## src/rtl/sbf_pkg.sv

```systemverilog
// ---------------------------------------------------------------------------
// SMBIOS structure framer package
// Shared types, codes and sizes for the framer front end, queue and back end.
// ---------------------------------------------------------------------------
package sbf_pkg;

    // Default table size limit, in bytes
    localparam longint unsigned MAX_TABLE_BYTES_DEF = 64'd65536;

    // Record queue between front and back end (depth is a power of two)
    localparam int QUEUE_DEPTH = 4;
    localparam int QPTR_W      = $clog2(QUEUE_DEPTH);
    localparam int QCNT_W      = $clog2(QUEUE_DEPTH + 1);

    // Configuration register indexes
    localparam logic CFG_WANTED_TYPE = 1'b0;
    localparam logic CFG_MATCH_EN    = 1'b1;

    // Record kinds (tuser)
    localparam logic REC_MATCH  = 1'b0;
    localparam logic REC_STATUS = 1'b1;

    // Minimum formatted area length (header only)
    localparam logic [7:0] HDR_LEN = 8'd4;

    // Parse phases
    typedef enum logic [2:0] {
        PH_TYPE = 3'd0,
        PH_LEN  = 3'd1,
        PH_HLO  = 3'd2,
        PH_HHI  = 3'd3,
        PH_FMT  = 3'd4,
        PH_STR  = 3'd5
    } phase_t;

    // Table status codes
    typedef enum logic [1:0] {
        ST_OK        = 2'd0,
        ST_SHORT_LEN = 2'd1,
        ST_TRUNC     = 2'd2,
        ST_TOO_LONG  = 2'd3
    } status_t;

    // Live configuration
    typedef struct packed {
        logic [7:0] wanted_type;
        logic       match_enable;
    } cfg_t;

    // One queued entry: up to a match record and a status record for a byte
    typedef struct packed {
        logic        has_match;
        logic        has_status;
        logic [7:0]  struct_type;
        logic [15:0] struct_offset;
        logic [7:0]  struct_length;
        status_t     status;
    } entry_t;

endpackage

```

## src/rtl/smbios_structure_framer.sv

```systemverilog
// ---------------------------------------------------------------------------
// SMBIOS structure framer
// Parses a raw SMBIOS structure table and reports matching structures and
// the final table status.
// ---------------------------------------------------------------------------
//  Channel   Role      Transaction contents
//  s_axis    input     one table byte; tlast on the final byte
//  m_axis    output    one record; tuser = kind, tlast = last record of byte
//  cfg       write     wanted_type (index 0), match_enable (index 1)
//
//  One table byte is accepted per cycle; the front end's parse state update
//  sets that figure. A byte yields at most two records, played out by the
//  back end one per cycle while m_axis_tready is high, from a 4-entry queue.
//  s_axis_tready drops only when the queue is full. rst_n is asynchronous,
//  active low, and clears the parse state, the queue and both configuration registers.
// ---------------------------------------------------------------------------
module smbios_structure_framer #(
    parameter longint unsigned MAX_TABLE_BYTES = sbf_pkg::MAX_TABLE_BYTES_DEF
) (
    input  logic        clk,
    input  logic        rst_n,
    // Input stream
    input  logic        s_axis_tvalid,
    output logic        s_axis_tready,
    input  logic [7:0]  s_axis_tdata,   // [7:0] data_byte
    input  logic        s_axis_tlast,   // last_byte
    // Output stream
    output logic        m_axis_tvalid,
    input  logic        m_axis_tready,
    output logic [39:0] m_axis_tdata,   // [7:0] struct_type, [23:8] struct_offset,
                                        // [31:24] struct_length, [33:32] status, rest 0
    output logic        m_axis_tuser,   // [0] record_kind
    output logic        m_axis_tlast,   // last_of_run
    // Configuration write port
    input  logic        cfg_wr_en,
    input  logic        cfg_index,
    input  logic [7:0]  cfg_data
);

    sbf_pkg::cfg_t   cfg_reg, cfg_next;
    sbf_pkg::entry_t push_entry;
    sbf_pkg::entry_t pop_entry;
    logic            accept;
    logic            push_valid;
    logic            push_ready;
    logic            pop_valid;
    logic            pop_ready;
    logic [7:0]      struct_type;
    logic [15:0]     struct_offset;
    logic [7:0]      struct_length;
    logic [1:0]      status;

    // Configuration registers
    always_comb
    begin
        cfg_next = cfg_reg;
        if (cfg_wr_en)
        begin
            unique case (cfg_index)
                sbf_pkg::CFG_WANTED_TYPE: cfg_next.wanted_type  = cfg_data;
                sbf_pkg::CFG_MATCH_EN:    cfg_next.match_enable = cfg_data[0];
                default:                  cfg_next = cfg_reg;
            endcase
        end
    end

    always_ff @(posedge clk or negedge rst_n)
    begin
        if (!rst_n)
            cfg_reg <= '0;
        else
            cfg_reg <= cfg_next;
    end

    // Input handshake: a byte is taken whenever the queue has room
    assign s_axis_tready = push_ready;
    assign accept        = s_axis_tvalid && push_ready;

    sbf_front #(
        .MAX_TABLE_BYTES (MAX_TABLE_BYTES)
    ) u_front (
        .clk        (clk),
        .rst_n      (rst_n),
        .accept     (accept),
        .data_byte  (s_axis_tdata),
        .last_byte  (s_axis_tlast),
        .cfg        (cfg_reg),
        .push_valid (push_valid),
        .push_entry (push_entry)
    );

    sbf_queue u_queue (
        .clk        (clk),
        .rst_n      (rst_n),
        .push_valid (push_valid),
        .push_entry (push_entry),
        .push_ready (push_ready),
        .pop_valid  (pop_valid),
        .pop_ready  (pop_ready),
        .pop_entry  (pop_entry)
    );

    sbf_back u_back (
        .clk           (clk),
        .rst_n         (rst_n),
        .pop_valid     (pop_valid),
        .pop_ready     (pop_ready),
        .pop_entry     (pop_entry),
        .out_valid     (m_axis_tvalid),
        .out_ready     (m_axis_tready),
        .record_kind   (m_axis_tuser),
        .struct_type   (struct_type),
        .struct_offset (struct_offset),
        .struct_length (struct_length),
        .status        (status),
        .last_of_run   (m_axis_tlast)
    );

    // Output packing
    assign m_axis_tdata = {6'd0, status, struct_length, struct_offset, struct_type};

endmodule

```

## src/rtl/sbf_front.sv

```systemverilog
// ---------------------------------------------------------------------------
// SMBIOS framer front end
// Walks the table byte by byte and queues record entries for completed
// matching structures and for the final table status.
// ---------------------------------------------------------------------------
module sbf_front #(
    parameter longint unsigned MAX_TABLE_BYTES = sbf_pkg::MAX_TABLE_BYTES_DEF
) (
    input  logic            clk,
    input  logic            rst_n,
    input  logic            accept,
    input  logic [7:0]      data_byte,
    input  logic            last_byte,
    input  sbf_pkg::cfg_t   cfg,
    output logic            push_valid,
    output sbf_pkg::entry_t push_entry
);

    localparam int POS_W = $clog2(MAX_TABLE_BYTES + 64'd1);
    localparam logic [POS_W-1:0] MAX_POS = POS_W'(MAX_TABLE_BYTES);

    sbf_pkg::phase_t  phase_reg, phase_next;
    logic [POS_W-1:0] pos_reg, pos_next;
    logic [7:0]       fmt_left_reg, fmt_left_next;
    logic [15:0]      start_reg, start_next;
    logic [7:0]       type_reg, type_next;
    logic [7:0]       len_reg, len_next;
    logic             prev_zero_reg, prev_zero_next;
    sbf_pkg::status_t err_reg, err_next;

    logic              fmt_done;
    logic              complete;
    logic              type_hit;
    logic [POS_W+15:0] pos_wide;

    assign pos_wide = {16'd0, pos_reg};
    assign type_hit = cfg.match_enable && (type_reg == cfg.wanted_type);

    // Parser state register
    always_ff @(posedge clk or negedge rst_n)
    begin
        if (!rst_n)
        begin
            phase_reg     <= sbf_pkg::PH_TYPE;
            pos_reg       <= '0;
            fmt_left_reg  <= '0;
            start_reg     <= '0;
            type_reg      <= '0;
            len_reg       <= '0;
            prev_zero_reg <= 1'b0;
            err_reg       <= sbf_pkg::ST_OK;
        end
        else
        begin
            phase_reg     <= phase_next;
            pos_reg       <= pos_next;
            fmt_left_reg  <= fmt_left_next;
            start_reg     <= start_next;
            type_reg      <= type_next;
            len_reg       <= len_next;
            prev_zero_reg <= prev_zero_next;
            err_reg       <= err_next;
        end
    end

    // Next parse state and record classification
    always_comb
    begin
        phase_next     = phase_reg;
        pos_next       = pos_reg;
        fmt_left_next  = fmt_left_reg;
        start_next     = start_reg;
        type_next      = type_reg;
        len_next       = len_reg;
        prev_zero_next = prev_zero_reg;
        err_next       = err_reg;
        fmt_done       = 1'b0;
        complete       = 1'b0;
        push_valid     = 1'b0;
        push_entry     = '0;

        if (accept)
        begin
            if (err_reg == sbf_pkg::ST_OK)
            begin
                if (pos_reg >= MAX_POS)
                begin
                    err_next = sbf_pkg::ST_TOO_LONG;
                end
                else
                begin
                    unique case (phase_reg)
                        sbf_pkg::PH_TYPE:
                        begin
                            start_next = pos_wide[15:0];
                            type_next  = data_byte;
                            phase_next = sbf_pkg::PH_LEN;
                        end
                        sbf_pkg::PH_LEN:
                        begin
                            len_next = data_byte;
                            if (data_byte < sbf_pkg::HDR_LEN)
                                err_next = sbf_pkg::ST_SHORT_LEN;
                            else
                                phase_next = sbf_pkg::PH_HLO;
                        end
                        sbf_pkg::PH_HLO:
                        begin
                            phase_next = sbf_pkg::PH_HHI;
                        end
                        sbf_pkg::PH_HHI:
                        begin
                            fmt_left_next = len_reg - sbf_pkg::HDR_LEN;
                            if (len_reg == sbf_pkg::HDR_LEN)
                            begin
                                phase_next     = sbf_pkg::PH_STR;
                                prev_zero_next = 1'b0;
                                fmt_done       = 1'b1;
                            end
                            else
                            begin
                                phase_next = sbf_pkg::PH_FMT;
                            end
                        end
                        sbf_pkg::PH_FMT:
                        begin
                            fmt_left_next = fmt_left_reg - 8'd1;
                            if (fmt_left_reg == 8'd1)
                            begin
                                phase_next     = sbf_pkg::PH_STR;
                                prev_zero_next = 1'b0;
                                fmt_done       = 1'b1;
                            end
                        end
                        sbf_pkg::PH_STR:
                        begin
                            if (data_byte == 8'd0)
                            begin
                                if (prev_zero_reg)
                                begin
                                    complete       = 1'b1;
                                    phase_next     = sbf_pkg::PH_TYPE;
                                    prev_zero_next = 1'b0;
                                end
                                else
                                begin
                                    prev_zero_next = 1'b1;
                                end
                            end
                            else
                            begin
                                prev_zero_next = 1'b0;
                            end
                        end
                        default:
                        begin
                            phase_next = sbf_pkg::PH_TYPE;
                        end
                    endcase
                    pos_next = pos_reg + POS_W'(1);
                end
            end

            // End of table: formatted area ending at the last byte still counts
            if (last_byte)
            begin
                if ((err_next == sbf_pkg::ST_OK) && (phase_next != sbf_pkg::PH_TYPE))
                begin
                    if (fmt_done)
                        complete = 1'b1;
                    else
                        err_next = sbf_pkg::ST_TRUNC;
                end
            end

            push_entry.has_match     = complete && type_hit;
            push_entry.has_status    = last_byte;
            push_entry.struct_type   = type_reg;
            push_entry.struct_offset = start_reg;
            push_entry.struct_length = len_reg;
            push_entry.status        = err_next;
            push_valid = push_entry.has_match || push_entry.has_status;

            // Table done: back to the reset parse state
            if (last_byte)
            begin
                phase_next     = sbf_pkg::PH_TYPE;
                pos_next       = '0;
                fmt_left_next  = '0;
                start_next     = '0;
                type_next      = '0;
                len_next       = '0;
                prev_zero_next = 1'b0;
                err_next       = sbf_pkg::ST_OK;
            end
        end
    end

endmodule

```

## src/rtl/sbf_queue.sv

```systemverilog
// ---------------------------------------------------------------------------
// SMBIOS framer record queue
// Small register FIFO of record entries between front and back end.
// ---------------------------------------------------------------------------
module sbf_queue (
    input  logic            clk,
    input  logic            rst_n,
    input  logic            push_valid,
    input  sbf_pkg::entry_t push_entry,
    output logic            push_ready,
    output logic            pop_valid,
    input  logic            pop_ready,
    output sbf_pkg::entry_t pop_entry
);

    localparam logic [sbf_pkg::QCNT_W-1:0] FULL_CNT = sbf_pkg::QCNT_W'(sbf_pkg::QUEUE_DEPTH);

    sbf_pkg::entry_t             mem_reg [sbf_pkg::QUEUE_DEPTH];
    logic [sbf_pkg::QPTR_W-1:0]  wr_ptr_reg, wr_ptr_next;
    logic [sbf_pkg::QPTR_W-1:0]  rd_ptr_reg, rd_ptr_next;
    logic [sbf_pkg::QCNT_W-1:0]  count_reg, count_next;
    logic                        do_push;
    logic                        do_pop;

    assign push_ready = (count_reg != FULL_CNT);
    assign pop_valid  = (count_reg != '0);
    assign pop_entry  = mem_reg[rd_ptr_reg];
    assign do_push    = push_valid && push_ready;
    assign do_pop     = pop_valid && pop_ready;

    // Pointer and fill count update; pointers wrap at the power-of-two depth
    always_comb
    begin
        wr_ptr_next = wr_ptr_reg;
        rd_ptr_next = rd_ptr_reg;
        count_next  = count_reg;
        if (do_push)
            wr_ptr_next = wr_ptr_reg + sbf_pkg::QPTR_W'(1);
        if (do_pop)
            rd_ptr_next = rd_ptr_reg + sbf_pkg::QPTR_W'(1);
        if (do_push && !do_pop)
            count_next = count_reg + sbf_pkg::QCNT_W'(1);
        else if (do_pop && !do_push)
            count_next = count_reg - sbf_pkg::QCNT_W'(1);
    end

    always_ff @(posedge clk or negedge rst_n)
    begin
        if (!rst_n)
        begin
            wr_ptr_reg <= '0;
            rd_ptr_reg <= '0;
            count_reg  <= '0;
        end
        else
        begin
            wr_ptr_reg <= wr_ptr_next;
            rd_ptr_reg <= rd_ptr_next;
            count_reg  <= count_next;
        end
    end

    // Entry storage
    always_ff @(posedge clk)
    begin
        if (do_push)
            mem_reg[wr_ptr_reg] <= push_entry;
    end

endmodule

```

## src/rtl/sbf_back.sv

```systemverilog
// ---------------------------------------------------------------------------
// SMBIOS framer back end
// Holds one queued entry in an output register and plays it out as a match
// record, a status record, or a match record followed by a status record.
// ---------------------------------------------------------------------------
module sbf_back (
    input  logic            clk,
    input  logic            rst_n,
    input  logic            pop_valid,
    output logic            pop_ready,
    input  sbf_pkg::entry_t pop_entry,
    output logic            out_valid,
    input  logic            out_ready,
    output logic            record_kind,
    output logic [7:0]      struct_type,
    output logic [15:0]     struct_offset,
    output logic [7:0]      struct_length,
    output logic [1:0]      status,
    output logic            last_of_run
);

    sbf_pkg::entry_t cur_reg;
    logic            valid_reg, valid_next;
    logic            send_status_reg, send_status_next;
    logic            fire;
    logic            done;

    assign fire      = valid_reg && out_ready;
    assign done      = send_status_reg || !cur_reg.has_status;
    assign pop_ready = !valid_reg || (fire && done);
    assign out_valid = valid_reg;

    // Record fields from the held entry
    always_comb
    begin
        if (send_status_reg)
        begin
            record_kind   = sbf_pkg::REC_STATUS;
            struct_type   = '0;
            struct_offset = '0;
            struct_length = '0;
            status        = cur_reg.status;
            last_of_run   = 1'b1;
        end
        else
        begin
            record_kind   = sbf_pkg::REC_MATCH;
            struct_type   = cur_reg.struct_type;
            struct_offset = cur_reg.struct_offset;
            struct_length = cur_reg.struct_length;
            status        = sbf_pkg::ST_OK;
            last_of_run   = !cur_reg.has_status;
        end
    end

    // Output control: load a new entry or step to its status record
    always_comb
    begin
        valid_next       = valid_reg;
        send_status_next = send_status_reg;
        if (pop_ready)
        begin
            valid_next       = pop_valid;
            send_status_next = !pop_entry.has_match;
        end
        else if (fire)
        begin
            send_status_next = 1'b1;
        end
    end

    always_ff @(posedge clk or negedge rst_n)
    begin
        if (!rst_n)
        begin
            valid_reg       <= 1'b0;
            send_status_reg <= 1'b0;
        end
        else
        begin
            valid_reg       <= valid_next;
            send_status_reg <= send_status_next;
        end
    end

    // Entry payload
    always_ff @(posedge clk)
    begin
        if (pop_ready && pop_valid)
            cur_reg <= pop_entry;
    end

endmodule

```

## config.mk

```make
export PLATFORM = sky130hd
export DESIGN_NAME = smbios_structure_framer
export DESIGN_NICKNAME = d
export VERILOG_FILES = /design/src/rtl/sbf_pkg.sv /design/src/rtl/smbios_structure_framer.sv /design/src/rtl/sbf_front.sv /design/src/rtl/sbf_queue.sv /design/src/rtl/sbf_back.sv
export SDC_FILE = /design/constraint.sdc
export NUM_CORES = 1
export LEC_CHECK = 0
export ABC_CLOCK_PERIOD_IN_PS = 4200
export BUFFER_PORTS_ARGS = -buffer_cell sky130_fd_sc_hd__buf_2
export CELL_PAD_IN_SITES_DETAIL_PLACEMENT = 0
export CELL_PAD_IN_SITES_GLOBAL_PLACEMENT = 1
export CORE_MARGIN = 1.5
export CORE_UTILIZATION = 45
export DETAILED_ROUTE_END_ITERATION = 10
export PLACE_DENSITY_LB_ADDON = 0.1
export SYNTH_ARGS = -nofsm -noshare
export SYNTH_HDL_FRONTEND = slang
export SYNTH_SLANG_ARGS = --single-unit
```

## constraint.sdc

```tcl
create_clock -name clk -period 4.2 [get_ports clk]
set_input_delay 0.84 -clock clk [delete_from_list [all_inputs] [get_ports clk]]
set_output_delay 0.84 -clock clk [all_outputs]
set_load 0.02 [all_outputs]
```

==> flow_summary.toml <==
[run_status]
status = "finished, final reports clean"

[power]
p_per_area_nw_per_um2 = 670
internal-power_mw = 5.74
switchingPower_mw = 2.60
vdd_ir_drop_max_mv = 0.356
combPwrFrac = 0.278
finalPower_mw = 8.34
power.leakage_nw = 4.77
clkPwrFrac = 0.274
seqPwrFrac = 0.448
p_sw_frac = 0.312

[grt]
grt_max_degree = 38
grtUsageTotal = 0.178
grt_overflow = 0
grt_pass1_wl_um = 33900
grt_antenna_before_repair = 1
grt_pass1_vias = 6000

[clock_network]
cts_max_level = 1
numCtsBuffers = 27
cts_tree = "built"
worstSkewPairLatency_ns = 0.53
cts_sinks = 260
cts.hold.buffers_added = 0
clock_path_buffers = 3
cts_root_buf = "clkbuf_16"
path_clk_slew_ns = 0.06
postCtsSetupBuffers = 0
cts_resized = 0

[timing]
setup_viol_count_final = 0
maxSlewHeadroom = 0.240
whs_ns = 0.246
fin_skew_ns = 0.0115
rsz0062_at_grt = "no"
timing.fmax_mhz = 287
tns_ns = 0
finalWorstSetupSlack_ns = 0.710
finalHoldViolCount = 0
finalCritPeriodShare = 0.831
worstMarginPinSlew_ns = 1.13
fin_crit_ns = 3.49
drv_slew = 0

[synthesis]
synth_ff_type = "edfxtp_1"
yosys-top-cells-area = "edfxtp_1 50%, dfrtp_1 19%, mux4_2 7.5%, a22o_1 2.6%, nor2b_1 2.3%"
synth_common_cells = "179 x edfxtp_1, 81 x dfrtp_1, 39 x nor2b_1"
syn_area_per_cell_um2 = 15.4
synth_most_common_cell = "edfxtp_1"
synth_seq_cells = 260
synth_top_area_frac = 0.496
syn_area_um2 = 10800
synth_top_cell_by_area = "edfxtp_1"
async_flop_share = 0.312
ys_types = 60
postSynthCellCount = 706
synth_seq_area_share = 0.683
synth_edf_count = 179
yosysWarnings = 0

[place]
place_area_um2 = 11600
io_buffers = 60
placedCellCount = 1067
gp_congestion = 0.823
hpwl_um = 14400
place_worst_setup_slack_ns = 0.465

[critical_path]
rr_startpoint = "u_front.phase_reg[2]"
end_kind = "flip-flop"
worstSetupStartpointType = "flip-flop"
path_max_fanout = 13
path_class = "flip-flop to flip-flop"
rr_endpoint = "u_queue.count_reg[2]"
worstPathRequired_ns = 4.65
rr_worst_depth = 12
reg2reg_slack_ns = 0.71
crit_arrival_ns = 3.94

[final_layout]
drive_gt1_frac = 0.227
largest_register_ffs = 144
postLayoutCoreUtil = 0.529
multiInputGateArea_um2 = 3250
fin_area_um2 = 12400
layout-area-overhead-vs-synth_pct = 14.8
final_nets = 812
nFillCells = 1941
instances_no_fill = 1117
final-seq-area_um2 = 7400

[drt]
drc = 0
drt_iter0_drc = 380
vias = 6019
via_per_inst = 5.39
routed_wirelength_um = 21300
ant_nets = 0
firstDrtPassIters = 5
avgRoutedWirePerCell_um = 19.1

[die]
fp-row-count = 56
io_pins = 67
core_area_um2 = 23500
die_w_um = 158
dieArea_um2 = 25000
start_util = 0.461
fp.dieH_um = 158

[min_path]
hold_path_class = "primary input to async pin"

[flow_run]
maxCapViolCount = 0
logic make-up (layout without fill, tap and decap cells):
family	after synthesis	count (layout)	share of synthesized area
other cells	1	7	0.000346
xor+xnor	30	30	0.0242
mux	47	47	0.0866
compound gates	102	102	0.0675
flops	260	260	0.683
simple gates	196	196	0.101
fa+ha+maj	12	12	0.0145
buf+inv	58	144	0.0232
area by class of cell:
class / count / share of cell area
antenna: 1 / 0.000201
clock buffer: 37 / 0.0597
clock inverter: 12 / 0.00935
inverter: 15 / 0.00452
multi-input combinational: 393 / 0.261
sequential: 260 / 0.595
tap: 319 / 0.0321
timing repair buffer: 80 / 0.0384
cell usage in the layout, fill, tap and decap left out, types with 13 or more instances in the layout:
cell and n:
inv_1 15, nor2_1 36, nand3_1 14, a22o_1 32, dfrtp_1 80, and3_1 34
nor3_1 13, edfxtp_1 179, xnor2_1 18, nor2b_1 35, a21oi_1 16, mux4_2 36
buf_2 59, o21ai_0 22, buf_4 19, clkbuf_16 27, nand2_1 23
critical path, stage by stage (launching register included):
cell and delay [ns]:
dfrtp_1 0.61, or3b_1 0.56, nor4b_4 0.36, o2111ai_2 0.22, a2111oi_4 0.51, nor2_2 0.07, inv_1 0.07, ha_1 0.17
inv_1 0.06, fa_1 0.37, xor2_1 0.17, nor2_1 0.11, xor2_1 0.15
worst max-delay path by stage:
| stage | to | startpoint | cells after the start | slack (ns) |
|---|---|---|---|---|
| after floorplan | u_queue.mem_reg[0][0] | s_axis_tdata[5] | 6 | -0.08 |
| after global placement | u_queue.mem_reg[3][14] | s_axis_tdata[5] | 9 | 0.56 |
| after detailed placement | u_queue.count_reg[2] | s_axis_tdata[5] | 13 | 0.46 |
| after CTS | u_queue.count_reg[2] | u_front.phase_reg[2] | 12 | 0.71 |
| after global routing | u_queue.count_reg[2] | u_front.phase_reg[2] | 12 | 0.51 |
| final | u_queue.count_reg[2] | u_front.phase_reg[2] | 12 | 0.71 |
metal layers:
layer | wire length, um | vias to the layer above | GRT usage
met5 | 0 | - | 0
met1 | 9940 | 3039 | 0.256
met3 | 984 | 21 | 0.0307
met2 | 10200 | 133 | 0.287
met4 | 238 | 0 | 0.0374
li1 | - | 2826 | -
power by group through the flow:
stage,clock network (mW),logic (mW),registers [mW]
2_1_floorplan,0,1.77,3.63
3_3_place_gp,0,2.32,3.77
3_5_place_dp,0,2.35,3.79
4_1_cts,2.35,2.36,3.74
5_1_grt,2.45,2.57,3.80
6_report,2.28,2.32,3.74
Power figures use the tool's default switching activity.
